`config.mk`:
```
export PLATFORM = sky130hd
export DESIGN_NAME = sync_length_checksum_deframer_flat
export DESIGN_NICKNAME = d
export VERILOG_FILES = /design/src/hdl/slcd_pkg.sv /design/src/hdl/slcd_if.sv /design/src/hdl/slcd_in_stage.sv /design/src/hdl/slcd_parser.sv /design/src/hdl/slcd_out_stage.sv /design/src/hdl/sync_length_checksum_deframer.sv /design/src/flat_wrapper.sv
export SDC_FILE = /design/constraint.sdc
export NUM_CORES = 1
export LEC_CHECK = 0
export BUFFER_PORTS_ARGS = -buffer_cell sky130_fd_sc_hd__buf_2
export CAP_MARGIN = 10
export CORE_MARGIN = 2
export CORE_UTILIZATION = 50
export CTS_CLUSTER_DIAMETER = 80
export CTS_CLUSTER_SIZE = 10
export DETAILED_ROUTE_END_ITERATION = 10
export GPL_ROUTABILITY_DRIVEN = 0
export PLACE_DENSITY = 0.73
export SLEW_MARGIN = 20
export SYNTH_ARGS = -nofsm -noshare
export SYNTH_HDL_FRONTEND = slang
export SYNTH_SLANG_ARGS = --single-unit
export TNS_END_PERCENT = 100
```
`constraint.sdc`:
```
create_clock -name clk -period 3.2 [get_ports clk]
set_input_delay 0.48 -clock clk [delete_from_list [all_inputs] [get_ports clk]]
set_output_delay 0.48 -clock clk [all_outputs]
set_load 0.005 [all_outputs]
```
`src/hdl/slcd_pkg.sv`:
```
// ----------------------------------------------------------------------------
// slcd_pkg
// Shared types and constants of the length-prefixed frame deframer.
// ----------------------------------------------------------------------------
`default_nettype none

package slcd_pkg;

    localparam logic [7:0] HDR_FIRST  = 8'h55;
    localparam logic [7:0] HDR_SECOND = 8'hAA;

    // Result word kinds
    localparam logic [1:0] K_PAYLOAD = 2'd0;
    localparam logic [1:0] K_GOOD    = 2'd1;
    localparam logic [1:0] K_BADSUM  = 2'd2;
    localparam logic [1:0] K_HDRERR  = 2'd3;

    // Reply requests
    localparam logic [1:0] REPLY_NONE      = 2'd0;
    localparam logic [1:0] REPLY_HANDSHAKE = 2'd1;
    localparam logic [1:0] REPLY_TELEMETRY = 2'd2;

    typedef enum logic [2:0] {
        PH_HUNT = 3'd0,
        PH_HDR2 = 3'd1,
        PH_LEN  = 3'd2,
        PH_DATA = 3'd3,
        PH_SUM  = 3'd4
    } phase_t;

    typedef struct packed {
        logic [1:0]  kind;
        logic [7:0]  data_byte;
        logic [7:0]  byte_index;
        logic [7:0]  frame_length;
        logic [1:0]  reply_request;
        logic        handshake_done;
        logic [31:0] error_total;
    } result_t;

    typedef struct packed {
        logic    emit;
        result_t res;
    } parse_out_t;

endpackage

`default_nettype wire

```
`src/hdl/slcd_if.sv`:
```
// ----------------------------------------------------------------------------
// slcd_if
// Valid/ready channels of the deframer: received bytes in, result words out.
// ----------------------------------------------------------------------------
`default_nettype none

interface slcd_in_if;
    logic       valid;
    logic       ready;
    logic [7:0] rx_byte;

    modport source (output valid, output rx_byte, input ready);
    modport sink   (input valid, input rx_byte, output ready);
endinterface

interface slcd_out_if;
    logic        valid;
    logic        ready;
    logic [1:0]  kind;
    logic [7:0]  data_byte;
    logic [7:0]  byte_index;
    logic [7:0]  frame_length;
    logic [1:0]  reply_request;
    logic        handshake_done;
    logic [31:0] error_total;

    modport source (
        output valid, output kind, output data_byte, output byte_index,
        output frame_length, output reply_request, output handshake_done,
        output error_total, input ready
    );
    modport sink (
        input valid, input kind, input data_byte, input byte_index,
        input frame_length, input reply_request, input handshake_done,
        input error_total, output ready
    );
endinterface

`default_nettype wire

```
`src/hdl/slcd_in_stage.sv`:
```
// ----------------------------------------------------------------------------
// slcd_in_stage
// Input register: holds one received byte until the parser consumes it.
// ----------------------------------------------------------------------------
`default_nettype none

module slcd_in_stage
    import slcd_pkg::*;
(
    input  wire logic  clk,
    input  wire logic  rst_n,
    slcd_in_if.sink    rx,
    input  wire logic  advance,
    output logic       valid,
    output logic [7:0] rx_byte
);

    logic       valid_reg;
    logic       valid_next;
    logic [7:0] byte_reg;
    logic       fire;

    // Take a new word when empty or when the held one leaves in this cycle
    assign rx.ready = !valid_reg || advance;
    assign fire     = rx.valid && rx.ready;

    always_comb
    begin
        if (fire)
            valid_next = 1'b1;
        else if (advance)
            valid_next = 1'b0;
        else
            valid_next = valid_reg;
    end

    always_ff @(posedge clk or negedge rst_n)
    begin
        if (!rst_n)
            valid_reg <= 1'b0;
        else
            valid_reg <= valid_next;
    end

    always_ff @(posedge clk)
    begin
        if (fire)
            byte_reg <= rx.rx_byte;
    end

    assign valid   = valid_reg;
    assign rx_byte = byte_reg;

endmodule

`default_nettype wire

```
`src/hdl/slcd_parser.sv`:
```
// ----------------------------------------------------------------------------
// slcd_parser
// Frame state machine with running checksum, error counter and handshake
// latch; builds the result word for the byte it is given.
// ----------------------------------------------------------------------------
`default_nettype none

module slcd_parser
    import slcd_pkg::*;
(
    input  wire logic  clk,
    input  wire logic  rst_n,
    input  wire logic  step,
    input  wire logic [7:0] rx_byte,
    output parse_out_t po
);

    phase_t      phase_reg,  phase_next;
    logic [7:0]  len_reg,    len_next;
    logic [7:0]  cnt_reg,    cnt_next;
    logic [7:0]  sum_reg,    sum_next;
    logic [7:0]  first_reg,  first_next;
    logic [31:0] err_reg,    err_next;
    logic        hs_reg,     hs_next;

    // Next state
    always_comb
    begin
        phase_next = phase_reg;
        len_next   = len_reg;
        cnt_next   = cnt_reg;
        sum_next   = sum_reg;
        first_next = first_reg;
        err_next   = err_reg;
        hs_next    = hs_reg;
        case (phase_reg)
            PH_HDR2:
            begin
                if (rx_byte == HDR_SECOND)
                    phase_next = PH_LEN;
                else
                begin
                    err_next   = err_reg + 32'd1;
                    phase_next = PH_HUNT;
                    len_next   = '0;
                    cnt_next   = '0;
                    sum_next   = '0;
                end
            end
            PH_LEN:
            begin
                len_next   = rx_byte;
                cnt_next   = '0;
                sum_next   = rx_byte;
                phase_next = (rx_byte == 8'd0) ? PH_SUM : PH_DATA;
            end
            PH_DATA:
            begin
                if (cnt_reg == 8'd0)
                    first_next = rx_byte;
                sum_next = sum_reg + rx_byte;
                cnt_next = cnt_reg + 8'd1;
                if (cnt_next >= len_reg)
                    phase_next = PH_SUM;
            end
            PH_SUM:
            begin
                if (sum_reg == rx_byte)
                begin
                    if (len_reg == 8'd1 && first_reg == 8'd1)
                        hs_next = 1'b1;
                end
                else
                    err_next = err_reg + 32'd1;
                phase_next = PH_HUNT;
                len_next   = '0;
                cnt_next   = '0;
                sum_next   = '0;
            end
            default:
            begin
                // Hunt; unused codes behave the same
                phase_next = (rx_byte == HDR_FIRST) ? PH_HDR2 : PH_HUNT;
            end
        endcase
    end

    // Result word
    always_comb
    begin
        po.emit                  = 1'b0;
        po.res.kind              = K_PAYLOAD;
        po.res.data_byte         = '0;
        po.res.byte_index        = '0;
        po.res.frame_length      = '0;
        po.res.reply_request     = REPLY_NONE;
        po.res.handshake_done    = hs_next;
        po.res.error_total       = err_next;
        case (phase_reg)
            PH_HDR2:
            begin
                if (rx_byte != HDR_SECOND)
                begin
                    po.emit     = 1'b1;
                    po.res.kind = K_HDRERR;
                end
            end
            PH_DATA:
            begin
                po.emit             = 1'b1;
                po.res.kind         = K_PAYLOAD;
                po.res.data_byte    = rx_byte;
                po.res.byte_index   = cnt_reg;
                po.res.frame_length = len_reg;
            end
            PH_SUM:
            begin
                po.emit             = 1'b1;
                po.res.frame_length = len_reg;
                if (sum_reg == rx_byte)
                begin
                    po.res.kind = K_GOOD;
                    if (len_reg == 8'd1 && first_reg == 8'd1)
                        po.res.reply_request = REPLY_HANDSHAKE;
                    else
                        po.res.reply_request = REPLY_TELEMETRY;
                end
                else
                    po.res.kind = K_BADSUM;
            end
            default:
            begin
                po.emit = 1'b0;
            end
        endcase
    end

    always_ff @(posedge clk or negedge rst_n)
    begin
        if (!rst_n)
        begin
            phase_reg <= PH_HUNT;
            len_reg   <= '0;
            cnt_reg   <= '0;
            sum_reg   <= '0;
            first_reg <= '0;
            err_reg   <= '0;
            hs_reg    <= 1'b0;
        end
        else if (step)
        begin
            phase_reg <= phase_next;
            len_reg   <= len_next;
            cnt_reg   <= cnt_next;
            sum_reg   <= sum_next;
            first_reg <= first_next;
            err_reg   <= err_next;
            hs_reg    <= hs_next;
        end
    end

endmodule

`default_nettype wire

```
`src/hdl/slcd_out_stage.sv`:
```
// ----------------------------------------------------------------------------
// slcd_out_stage
// Result register: holds one result word until the sink takes it.
// ----------------------------------------------------------------------------
`default_nettype none

module slcd_out_stage
    import slcd_pkg::*;
(
    input  wire logic    clk,
    input  wire logic    rst_n,
    input  wire logic    load,
    input  wire result_t res_in,
    output logic         free,
    slcd_out_if.source   res
);

    logic    valid_reg;
    logic    valid_next;
    result_t data_reg;

    // Room for a new word when empty or the held one leaves now
    assign free = !valid_reg || res.ready;

    always_comb
    begin
        if (load)
            valid_next = 1'b1;
        else if (res.ready)
            valid_next = 1'b0;
        else
            valid_next = valid_reg;
    end

    always_ff @(posedge clk or negedge rst_n)
    begin
        if (!rst_n)
            valid_reg <= 1'b0;
        else
            valid_reg <= valid_next;
    end

    always_ff @(posedge clk)
    begin
        if (load)
            data_reg <= res_in;
    end

    assign res.valid          = valid_reg;
    assign res.kind           = data_reg.kind;
    assign res.data_byte      = data_reg.data_byte;
    assign res.byte_index     = data_reg.byte_index;
    assign res.frame_length   = data_reg.frame_length;
    assign res.reply_request  = data_reg.reply_request;
    assign res.handshake_done = data_reg.handshake_done;
    assign res.error_total    = data_reg.error_total;

endmodule

`default_nettype wire

```
`src/hdl/sync_length_checksum_deframer.sv`:
```
// ----------------------------------------------------------------------------
// sync_length_checksum_deframer
// Parses 0x55, 0xAA, length, payload, checksum frames from a byte stream.
// ----------------------------------------------------------------------------
// One received byte is taken per clock cycle while the result sink is
// ready. A byte passes an input register, the parser state machine and a
// result register. Its result word is loaded into the result register when
// the parser steps on the held byte, waiting while that register is full.
// Bytes in hunt, a good second header byte and the length byte give no
// result word; each payload byte gives one word with its index, the checksum
// byte gives the verdict, and a wrong second header byte gives a header
// error word. The rate is set by the parser state update; the block only
// slows down when the result sink holds off ready.
`default_nettype none

module sync_length_checksum_deframer
    import slcd_pkg::*;
(
    input  wire logic  clk,
    input  wire logic  rst_n,
    slcd_in_if.sink    rx,
    slcd_out_if.source res
);

    logic       held_valid;
    logic [7:0] held_byte;
    logic       out_free;
    logic       step;
    parse_out_t po;

    // Consume the held byte unless its result word has nowhere to go
    assign step = held_valid && (!po.emit || out_free);

    slcd_in_stage u_in (
        .clk     (clk),
        .rst_n   (rst_n),
        .rx      (rx),
        .advance (step),
        .valid   (held_valid),
        .rx_byte (held_byte)
    );

    slcd_parser u_parser (
        .clk     (clk),
        .rst_n   (rst_n),
        .step    (step),
        .rx_byte (held_byte),
        .po      (po)
    );

    slcd_out_stage u_out (
        .clk    (clk),
        .rst_n  (rst_n),
        .load   (step && po.emit),
        .res_in (po.res),
        .free   (out_free),
        .res    (res)
    );

endmodule

`default_nettype wire
```
`src/flat_wrapper.sv`:
```
// flat-port wrapper written by rule: the top's interface ports become plain ports
module sync_length_checksum_deframer_flat import slcd_pkg::*;
  (clk, rst_n, rx_valid, rx_rx_byte, rx_ready, res_valid, res_kind, res_data_byte, res_byte_index, res_frame_length, res_reply_request, res_handshake_done, res_error_total, res_ready);
  slcd_in_if rx_i ();
  slcd_out_if res_i ();
  input  wire logic clk;
  input  wire logic rst_n;
  input wire logic [$bits(rx_i.valid)-1:0] rx_valid;
  input wire logic [$bits(rx_i.rx_byte)-1:0] rx_rx_byte;
  output wire logic [$bits(rx_i.ready)-1:0] rx_ready;
  output wire logic [$bits(res_i.valid)-1:0] res_valid;
  output wire logic [$bits(res_i.kind)-1:0] res_kind;
  output wire logic [$bits(res_i.data_byte)-1:0] res_data_byte;
  output wire logic [$bits(res_i.byte_index)-1:0] res_byte_index;
  output wire logic [$bits(res_i.frame_length)-1:0] res_frame_length;
  output wire logic [$bits(res_i.reply_request)-1:0] res_reply_request;
  output wire logic [$bits(res_i.handshake_done)-1:0] res_handshake_done;
  output wire logic [$bits(res_i.error_total)-1:0] res_error_total;
  input wire logic [$bits(res_i.ready)-1:0] res_ready;
  assign rx_i.valid = rx_valid;
  assign rx_i.rx_byte = rx_rx_byte;
  assign rx_ready = rx_i.ready;
  assign res_valid = res_i.valid;
  assign res_kind = res_i.kind;
  assign res_data_byte = res_i.data_byte;
  assign res_byte_index = res_i.byte_index;
  assign res_frame_length = res_i.frame_length;
  assign res_reply_request = res_i.reply_request;
  assign res_handshake_done = res_i.handshake_done;
  assign res_error_total = res_i.error_total;
  assign res_i.ready = res_ready;
  sync_length_checksum_deframer u_core (.clk(clk), .rst_n(rst_n), .rx(rx_i), .res(res_i));
endmodule
```
==> reports/metrics.csv, run 1 <==
metric;value;unit
Sw Ratio;25.3;%
proportion of power drawn by flip-flops and latches;47.6;%
met2 routing resource usage after global routing;36.6;%
sequence of cells on the critical path;or4_1 > nor3_1 > o21ai_0 > nand3_1 > buf_2;
origin of the worst min-delay path;rx_rx_byte[6];
peak-usage layer in the global routing report;met2;
Cell variety after synth;57;
via-per-instance ratio;5.72;
cell at the root of the clock tree;sky130_fd_sc_hd__clkbuf_16;
Initial DRC Count;384;
area growth from synthesis to layout;17.9;%
Hold Path Stages;1;
cell type with the highest aggregate area in the netlist;sky130_fd_sc_hd__edfxtp_1;
standard-cell row count;42;
slowest library cell on the worst path;sky130_fd_sc_hd__or4_1;
worst hold margin;226;ps
mean instance size in the synthesized netlist;11.4;sq um
clock tree from TritonCTS;built;
number of design rule violations left after detail routing;0;
share of cells above drive strength 1;21.3;%
Tightest Pin Transition;945;ps
HPWL reported at the end of detailed placement;10.3;mm
skew final;6.89;ps
max-cap viol count;0;
die area;14300;sq um
Hold Vio Cnt, Final;0;
Required @ worst endpoint;2720;ps
register bit count reported by yosys;139;
Area contributors post-synth;sky130_fd_sc_hd__edfxtp_1 31%, sky130_fd_sc_hd__dfrtp_1 26%, sky130_fd_sc_hd__xnor2_1 4.6%;
biggest cell delay along the critical path;690;ps
worst-skew pair later-pin latency;430;ps
Longest Clk Path Bufs;2;
synth warn;0;
Hold Crit Class;in -> reg;
area taken by flip-flops and latches;3820;sq um
accumulated negative setup slack;0;ps
Worst R2R Path Depth;7;
post-CTS repair timing setup buffer count;0;
post-synthesis net count;614;
Critical Path End Type;output pin;
largest net degree at the start of global routing;71;
CTS H-tree lvls;4;
startpoint of the lowest-slack register-to-register path;u_core.u_in.rx_byte[2];
post_cts resized;0;
most common cell after layout, fill and taps aside;sky130_fd_sc_hd__buf_2;
Finish-stage setup viols;0;
routed via count;4898;
outcome;finished clean;
sum of overflow across all layers after global routing;0;
WL final;14.8;mm
utilization after layout;59.8;%
Critical Path Source Type;flip-flop;
Inserted Clock Buffers;17;
clock network fraction of total power;41.7;%
number of clock sinks;139;
largest voltage drop on the vdd net;0.348;mV
data arrival time at the worst-slack endpoint;2460;ps
Rel. slew slack;37.0;%
endpoint of the worst hold path;u_core.u_in.rx_byte[6];
vias in the first global route;4892;
clock-pin transition on the worst setup and hold timing paths;60;ps
least setup slack across all paths after layout;263;ps
Die Wd;119;microns
number of max-slew violations in the final report;0;
minimum setup slack after placement;395;ps
count of fill cells added during filler insertion;1084;
Combinational Power Share;10.7;%
top-level I/O count;75;
cell-internal power;3.41;mW
number of instances in the synthesized netlist;583;
wire length of the first global-routing pass;24.3;mm
area share of the largest cell type after synthesis;31.1;%
share of synthesized area occupied by flip-flops and latches;57.4;%
Net Switching;1.15;mW
crit path max fanout;8;
commonest cells after routing, fill and taps aside;74 x sky130_fd_sc_hd__buf_2, 70 x sky130_fd_sc_hd__dfrtp_1, 69 x sky130_fd_sc_hd__edfxtp_1, 60 x sky130_fd_sc_hd__nor2_1, 42 x sky130_fd_sc_hd__nand2_1;
hold_buf cts;0;
Pre-Repair DR Iteration Count;5;
area used by multi-input combinational logic;2660;sq um
minimum clock period;2940;ps
antenna fix cells;0;
global-route track usage on met3;5.41;%
Cell Area, Synth;6660;sq um
peak clock frequency supported by timing;340;MHz
static leakage;3.41;nW
pwr/cell area;581;nW/um^2
register-to-register setup slack;370;ps
setup repair after global routing missed its margin;no;
ANT nets after route;0;
total power;4.56;mW
Initial Utilization;50.7;%
number of antenna violations at the first check in global routing;0;
Port Buffer Count;74;
portion of the clock cycle consumed by the worst path in the final layout;91.8;%
critical path class;reg -> out;
GRT Util Overall;22.1;%
vertical extent of the die;119;microns
Core Region;13100;sq um
average detailed-routed wire length per instance;17.3;microns
worst flop-to-flop path endpoint;u_core.u_out.res.error_total[23];
nets@finish;698;
met1 track demand over resource;26.1;%
[synthesized netlist by cell type, drive strengths merged]
cell and number:
and4 3, o32ai 1, nand2b 7, and3 22
nand4 16, xor2 35, a21oi 14, nor3b 2
xnor2 35, edfxtp 69, o31ai 3, or3 4
a22o 2, buf 8, a32o 5, mux2i 2
o21ai 26, a22oi 3, clkbuf 14, a31oi 3
nor4 5, ha 18, or4 4, nor2b 6
nor2 61, mux2 9, o41ai 1, fa 1
or3b 1, o211ai 3, or2 1, a32oi 3
a211oi 3, nand3 31, nand2 45, nor3 15
o22ai 1, and2 3, a221oi 1, dfrtp 70
a21boi 1, nor4b 2, a21o 4, inv 20
[power groups by stage]
stage          clock network, mW  registers (mW)  logic, mW
6_report                    1.90            2.17      0.488
5_1_grt                     1.99            2.19      0.545
4_1_cts                     1.92            2.17      0.492
3_5_place_dp                   0            2.20      0.487
3_3_place_gp                   0            2.19      0.474
2_1_floorplan                  0            2.17      0.317
[logic make-up after synthesis]
| family | count (synthesis) | synth area share [%] |
|---|---|---|
| XOR/XNOR | 70 | 9.21 |
| flip-flops | 139 | 57.4 |
| buffers and inverters | 42 | 2.65 |
| AND/OR/NAND/NOR | 228 | 17.3 |
| adder cells (fa/ha/maj) | 19 | 3.68 |
| AO/OA/AOI/OAI | 74 | 7.86 |
| multiplexers | 11 | 1.82 |
[through the flow]
stage | cell area [sq um] | cells
after floorplan | 6660 | 583
after global placement | 7280 | 824
after detailed placement | 7280 | 824
after CTS | 7850 | 856
after global routing | 7850 | 856
final | 7850 | 856
[routing by layer]
metal / share of wire (%) / wire (microns) / up-vias
met1: 39 / 5800 / 2352
met3: 6.3 / 929 / 56
met2: 50 / 7380 / 235
met4: 4.8 / 716 / 0
li1: - / - / 2255
met5: 0 / 0 / -
[worst max-delay path: cells and delay by family, from the launching register on]
kind | cells | cell delay [ps]
flops | 1 | 510
compound gates | 1 | 210
simple gates | 3 | 1170
buf+inv | 1 | 140
[area by class of cell]
type	instances	area share [%]
flip-flops and latches	139	48.7
multi-input cells	402	33.9
repair buffers	87	6.28
clock buffers	17	5.42
well taps	176	2.80
clock inverters	15	1.93
inverters	20	0.956
[worst max-delay path by stage]
stage                                start                                to  slack (ps)  cells past startpoint
floorplan           u_core.u_in.rx_byte[0]    u_core.u_out.res.byte_index[0]          10                      5
CTS                 u_core.u_in.rx_byte[0]                          rx_ready         260                      5
global placement    u_core.u_in.rx_byte[4]  u_core.u_out.res.error_total[27]         490                      7
global route        u_core.u_in.rx_byte[0]                          rx_ready          90                      5
finish              u_core.u_in.rx_byte[0]                          rx_ready         260                      5
detailed placement  u_core.u_in.rx_byte[4]  u_core.u_out.res.error_total[23]         390                      7
Power figures use the tool's default switching activity.
==> run 2: changes to the inputs <==
- PLACE_DENSITY: 0.73 -> not set
- PLACE_DENSITY_LB_ADDON: not set -> 0.3
==> run 2 against run 1 <==
  * Utilization grew 0.90 points
  * First-iteration DRC count shrank 8.3%
  * Cell count increased by 0.12%
  * Combinational power fell by 2%
  * Fmax shrank 2.7%
  * Clock power grew 24%
  * Via count decreased by 3.2%
  * Wire length is 1.7% lower
  * Cell area grew 1.5%
==> reports/metrics.csv, run 2 (same netlist as run 1, synthesis figures left out) <==
metric;value;unit
outcome;finished clean;
minimum clock period;3020;ps
most common cell after layout, fill and taps aside;sky130_fd_sc_hd__buf_2;
met1 track demand over resource;27.0;%
Longest Clk Path Bufs;2;
Finish-stage setup viols;0;
Initial Utilization;50.7;%
global-route track usage on met3;4.93;%
ANT nets after route;0;
met2 routing resource usage after global routing;36.5;%
post_cts resized;0;
clock network fraction of total power;47.1;%
pwr/cell area;628;nW/um^2
data arrival time at the worst-slack endpoint;2540;ps
sequence of cells on the critical path;or4_1 > nor3_1 > o21ai_0 > nand3_1 > buf_2;
Inserted Clock Buffers;17;
worst flop-to-flop path endpoint;u_core.u_out.res.error_total[9];
cell-internal power;3.89;mW
cell at the root of the clock tree;sky130_fd_sc_hd__clkbuf_16;
Initial DRC Count;352;
worst hold margin;179;ps
wire length of the first global-routing pass;24.1;mm
accumulated negative setup slack;0;ps
WL final;14.6;mm
Rel. slew slack;40.8;%
number of max-slew violations in the final report;0;
top-level I/O count;75;
CTS H-tree lvls;4;
worst-skew pair later-pin latency;420;ps
Combinational Power Share;9.5;%
standard-cell row count;42;
peak clock frequency supported by timing;331;MHz
least setup slack across all paths after layout;180;ps
biggest cell delay along the critical path;690;ps
skew final;7.63;ps
static leakage;3.47;nW
via-per-instance ratio;5.53;
register-to-register setup slack;340;ps
Sw Ratio;22.2;%
largest voltage drop on the vdd net;0.378;mV
post-CTS repair timing setup buffer count;0;
proportion of power drawn by flip-flops and latches;43.4;%
vias in the first global route;4824;
Port Buffer Count;74;
number of antenna violations at the first check in global routing;0;
clock-pin transition on the worst setup and hold timing paths;60;ps
number of buffers and inverters on the critical path;1;
Critical Path Source Type;flip-flop;
routed via count;4741;
GRT Util Overall;21.9;%
crit path max fanout;8;
Die Wd;119;microns
average detailed-routed wire length per instance;17.0;microns
hold_buf cts;0;
clock tree from TritonCTS;built;
cell family contributing the most delay on the critical path;simple AND/OR/NAND/NOR gates;
peak-usage layer in the global routing report;met2;
slowest library cell on the worst path;sky130_fd_sc_hd__or4_1;
Required @ worst endpoint;2720;ps
Pre-Repair DR Iteration Count;5;
Tightest Pin Transition;889;ps
Core Region;13100;sq um
HPWL reported at the end of detailed placement;10.2;mm
setup repair after global routing missed its margin;no;
number of clock sinks;139;
Hold Crit Class;in -> async;
Critical Path End Type;output pin;
nets@finish;699;
largest net degree at the start of global routing;39;
area growth from synthesis to layout;19.7;%
commonest cells after routing, fill and taps aside;74 x sky130_fd_sc_hd__buf_2, 70 x sky130_fd_sc_hd__dfrtp_1, 69 x sky130_fd_sc_hd__edfxtp_1, 60 x sky130_fd_sc_hd__nor2_1, 42 x sky130_fd_sc_hd__nand2_1;
portion of the clock cycle consumed by the worst path in the final layout;94.4;%
sum of overflow across all layers after global routing;0;
Worst R2R Path Depth;7;
critical path class;reg -> out;
antenna fix cells;0;
die area;14300;sq um
share of cells above drive strength 1;21.3;%
total power;5.00;mW
startpoint of the lowest-slack register-to-register path;u_core.u_in.rx_byte[4];
number of design rule violations left after detail routing;0;
Hold Vio Cnt, Final;0;
Net Switching;1.11;mW
minimum setup slack after placement;384;ps
max-cap viol count;0;
vertical extent of the die;119;microns
## run 2: cell count changes in the layout (fill, tap and decap cells not counted), sizes merged
cell	before	now
clkinv	9	3
inv	21	20
clkbuf	17	19
bufinv	2	8
clkinvlp	3	2
buf	87	88
## run 2: how the worst max path moves through the flow
stage / startpoint / to / slack [ps] / cells after the start
2_1_floorplan: u_core.u_in.rx_byte[0] / u_core.u_out.res.byte_index[0] / 10 / 5
3_3_place_gp: u_core.u_in.rx_byte[6] / u_core.u_out.res.error_total[29] / 490 / 7
6_report: u_core.u_in.rx_byte[0] / rx_ready / 180 / 5
3_5_place_dp: u_core.u_in.rx_byte[4] / u_core.u_out.res.error_total[29] / 380 / 7
4_1_cts: u_core.u_in.rx_byte[0] / rx_ready / 190 / 5
5_1_grt: u_core.u_in.rx_byte[0] / rx_ready / 70 / 5
## run 2: routing by layer
| metal | share of wire, % | vias up |
|---|---|---|
| li1 | - | 2249 |
| met1 | 42 | 2329 |
| met2 | 51 | 132 |
| met3 | 3.7 | 31 |
| met4 | 3.3 | 0 |
| met5 | 0 | - |
## run 2: worst register-to-register path, delay by kind of cell, from the launching register on
kind	cells	cell delay, ps
AO/OA/AOI/OAI	1	470
adder cells (fa/ha/maj)	1	400
XOR/XNOR	1	140
flip-flops	1	510
AND/OR/NAND/NOR	4	1090
## run 2: final cells by class
cell class,instances,area (sq um)
well taps,176,220
multi-input cells,402,2660
flip-flops and latches,139,3820
repair buffers,88,475
clock buffers,19,443
clock inverters,13,270
fillers,1067,5170
inverters,20,75.1
## run 2: per-stage QoR
stage,cells,util (%),instance area [sq um]
after detailed placement,825,55.2,7260
after CTS,857,60.7,7970
after global routing,857,60.7,7970
after floorplan,583,-,6660
final,857,60.7,7970
after global placement,825,55.2,7260
## run 2: power by group through the flow
stage	clock network, mW	logic, mW	registers, mW
2_1_floorplan	0	0.317	2.17
3_3_place_gp	0	0.464	2.19
3_5_place_dp	0	0.474	2.20
4_1_cts	2.38	0.482	2.17
5_1_grt	2.46	0.529	2.19
6_report	2.36	0.476	2.17
==> run 3: changes to the inputs <==
- CAP_MARGIN: 10 -> not set
- SYNTH_HIERARCHICAL: not set -> 1
==> run 3 against run 2 <==
  * Synthesized area is 1.1% higher
  * Sequential share of layout area is 0.053 points lower
  * Largest power group is now registers
  * Cell count fell by 0.47%
  * Setup slack gained 28 ps
  * Clock skew is 4.8 ps higher
  * Largest cell class unchanged
  * Count of clock-buffer cells in the layout is 4 higher
  * Synthesized cell count down 0.34%
  * Via count is 2.3% higher
  * Sequential power up 24%
==> reports/metrics.csv, run 3 <==
metric;value;unit
Die Wd;120;microns
WL final;14.5;mm
number of instances in the synthesized netlist;581;
worst-skew pair later-pin latency;430;ps
synth warn;6;
Finish-stage setup viols;0;
number of clock sinks;139;
peak-usage layer in the global routing report;met2;
Pre-Repair DR Iteration Count;5;
met2 routing resource usage after global routing;35.9;%
Hold Vio Cnt, Final;0;
routed via count;4851;
clock tree from TritonCTS;built;
share of synthesized area occupied by flip-flops and latches;56.8;%
Placed Instance Area;7330;sq um
Cell Area, Synth;6730;sq um
Core Region;13200;sq um
accumulated negative setup slack;0;ps
Area contributors post-synth;sky130_fd_sc_hd__edfxtp_1 31%, sky130_fd_sc_hd__dfrtp_1 26%, sky130_fd_sc_hd__xnor2_1 7.2%;
CTS H-tree lvls;4;
max-cap viol count;0;
cell type with the highest aggregate area in the netlist;sky130_fd_sc_hd__edfxtp_1;
vertical extent of the die;120;microns
number of max-slew violations in the final report;0;
post-CTS repair timing setup buffer count;0;
peak clock frequency supported by timing;334;MHz
area growth from synthesis to layout;18.5;%
largest voltage drop on the vdd net;0.561;mV
most common cell after layout, fill and taps aside;sky130_fd_sc_hd__buf_2;
Inserted Clock Buffers;17;
standard-cell row count;42;
Required @ worst endpoint;2720;ps
mean instance size in the synthesized netlist;11.6;sq um
data arrival time at the worst-slack endpoint;2510;ps
skew final;12.4;ps
Critical Path End Type;output pin;
share of cells above drive strength 1;21.6;%
setup repair after global routing missed its margin;no;
global-route track usage on met3;5.09;%
die area;14400;sq um
EDFF count, synth;69;
Layout Cell Area excl Fill;7980;sq um
static leakage;3.44;nW
Rel. slew slack;54.6;%
critical path class;reg -> out;
ANT nets after route;0;
Worst R2R Path Depth;9;
commonest cells after routing, fill and taps aside;74 x sky130_fd_sc_hd__buf_2, 70 x sky130_fd_sc_hd__dfrtp_1, 69 x sky130_fd_sc_hd__edfxtp_1, 60 x sky130_fd_sc_hd__nand2_1, 55 x sky130_fd_sc_hd__xnor2_1;
predominant post-synthesis flop cell;sky130_fd_sc_hd__dfrtp_1;
area share of the largest cell type after synthesis;30.8;%
Cell variety after synth;61;
Longest Clk Path Bufs;2;
largest net degree at the start of global routing;71;
crit path max fanout;8;
portion of the clock cycle consumed by the worst path in the final layout;93.5;%
number of antenna violations at the first check in global routing;0;
biggest cell delay along the critical path;490;ps
vias in the first global route;4882;
Initial Utilization;51.1;%
GRT Util Overall;21.5;%
Tightest Pin Transition;675;ps
register bit count reported by yosys;139;
met1 track demand over resource;26.1;%
pwr/cell area;874;nW/um^2
number of design rule violations left after detail routing;0;
clock-pin transition on the worst setup and hold timing paths;60;ps
fraction of registers with async set or reset after synthesis;50.4;%
most instantiated cells after synthesis;70 x sky130_fd_sc_hd__dfrtp_1, 69 x sky130_fd_sc_hd__edfxtp_1, 60 x sky130_fd_sc_hd__nand2_1;
sequence of cells on the critical path;or4_4 > nor3_1 > o21ai_0 > a21boi_2 > buf_4 > nand2b_4 > buf_2;
top-level I/O count;75;
most used standard cell by instance count after synthesis;sky130_fd_sc_hd__dfrtp_1;
Initial DRC Count;398;
sum of overflow across all layers after global routing;0;
nets@finish;695;
antenna fix cells;0;
wire length of the first global-routing pass;23.8;mm
cell at the root of the clock tree;sky130_fd_sc_hd__clkbuf_16;
average detailed-routed wire length per instance;17.0;microns
outcome;finished clean;
Port Buffer Count;74;
post-synthesis net count;612;
slowest library cell on the worst path;sky130_fd_sc_hd__edfxtp_1;
Hold Crit Class;in -> async;
HPWL reported at the end of detailed placement;9.88;mm
minimum clock period;2990;ps
Critical Path Source Type;flip-flop;
via-per-instance ratio;5.69;
[run 3: cell count changes in the layout (fill, tap and decap cells not counted), sizes merged, moves of 13 or more]
cell   change
nor2      -27
nand4     +13
nand2     +15
xnor2     +20
nand3     -13
xor2      -16
[run 3: kinds of logic after synthesis]
kind of cell               count (synthesis)  share of synthesized area [%]
AOI/OAI and AO/OA                         65                           6.86
xor gates and xnor gates                  74                           9.62
adders and majority gates                 19                           3.64
and+or+nand+nor                          224                           17.8
buffers and inverters                     47                           3.23
DFF                                      139                           56.8
muxes                                     13                           2.08
[run 3: worst max-delay path, delay by kind of cell, from the launching register on]
family,cells,cell delay [ps]
and+or+nand+nor,3,880
AOI/OAI and AO/OA,2,430
DFF,1,490
buffers and inverters,2,300
[run 3: path summary, 6_finish.rpt]
path                       slack, ps                           end              startpoint
max                              210                      rx_ready  u_core/u_in/rx_byte[4]
min                               60    u_core/u_parser/err_reg[6]                   rst_n
max reg2reg                      300    u_core/u_parser/sum_reg[0]  u_core/u_in/rx_byte[4]
min reg2reg                      460        u_core/u_parser/hs_reg  u_core/u_parser/hs_reg
max in group asynchronous       2800  u_core/u_parser/first_reg[0]                   rst_n
min in group clk                 230        u_core/u_in/rx_byte[1]           rx_rx_byte[1]
[run 3: timing repair]
item | in CTS | in global routing
resized for setup | 0 | 3
hold buffers | 0 | 0
setup endpoints to repair | 0 | 9
[run 3: cell type report]
type	instances	area, sq um
Clock buffer	23	509
Timing Repair Buffer	91	510
Clock inverter	9	133
Fill cell	1055	5210
Multi-Input combinational cell	395	2700
Sequential cell	139	3820
Tap cell	176	220
Inverter	20	80.1
[run 3: where the power goes]
| part | switching [mW] | internal (mW) | total (mW) |
|---|---|---|---|
| Clock | 0.735 | 1.35 | 2.09 |
| Combinational | 1.37 | 0.816 | 2.19 |
| Sequential | 0.252 | 2.45 | 2.70 |
[run 3: metrics by stage]
step           instances  util [%]  hold slack [ps]  setup WS [ps]  total power, mW
3_3_place_gp         821      55.5              442            400             4.79
6_report             853      60.5             58.3            208             6.97
4_1_cts              853      60.4             83.7            123             6.98
3_5_place_dp         821      55.5              443            228             4.87
5_1_grt              853      60.5              110           17.6             7.35
2_1_floorplan        581         -              184            358             4.13
[run 3: layer usage]
layer,wire [microns],vias to the layer above
li1,-,2266
met1,6040,2343
met2,7120,195
met3,828,47
met4,474,0
met5,0,-
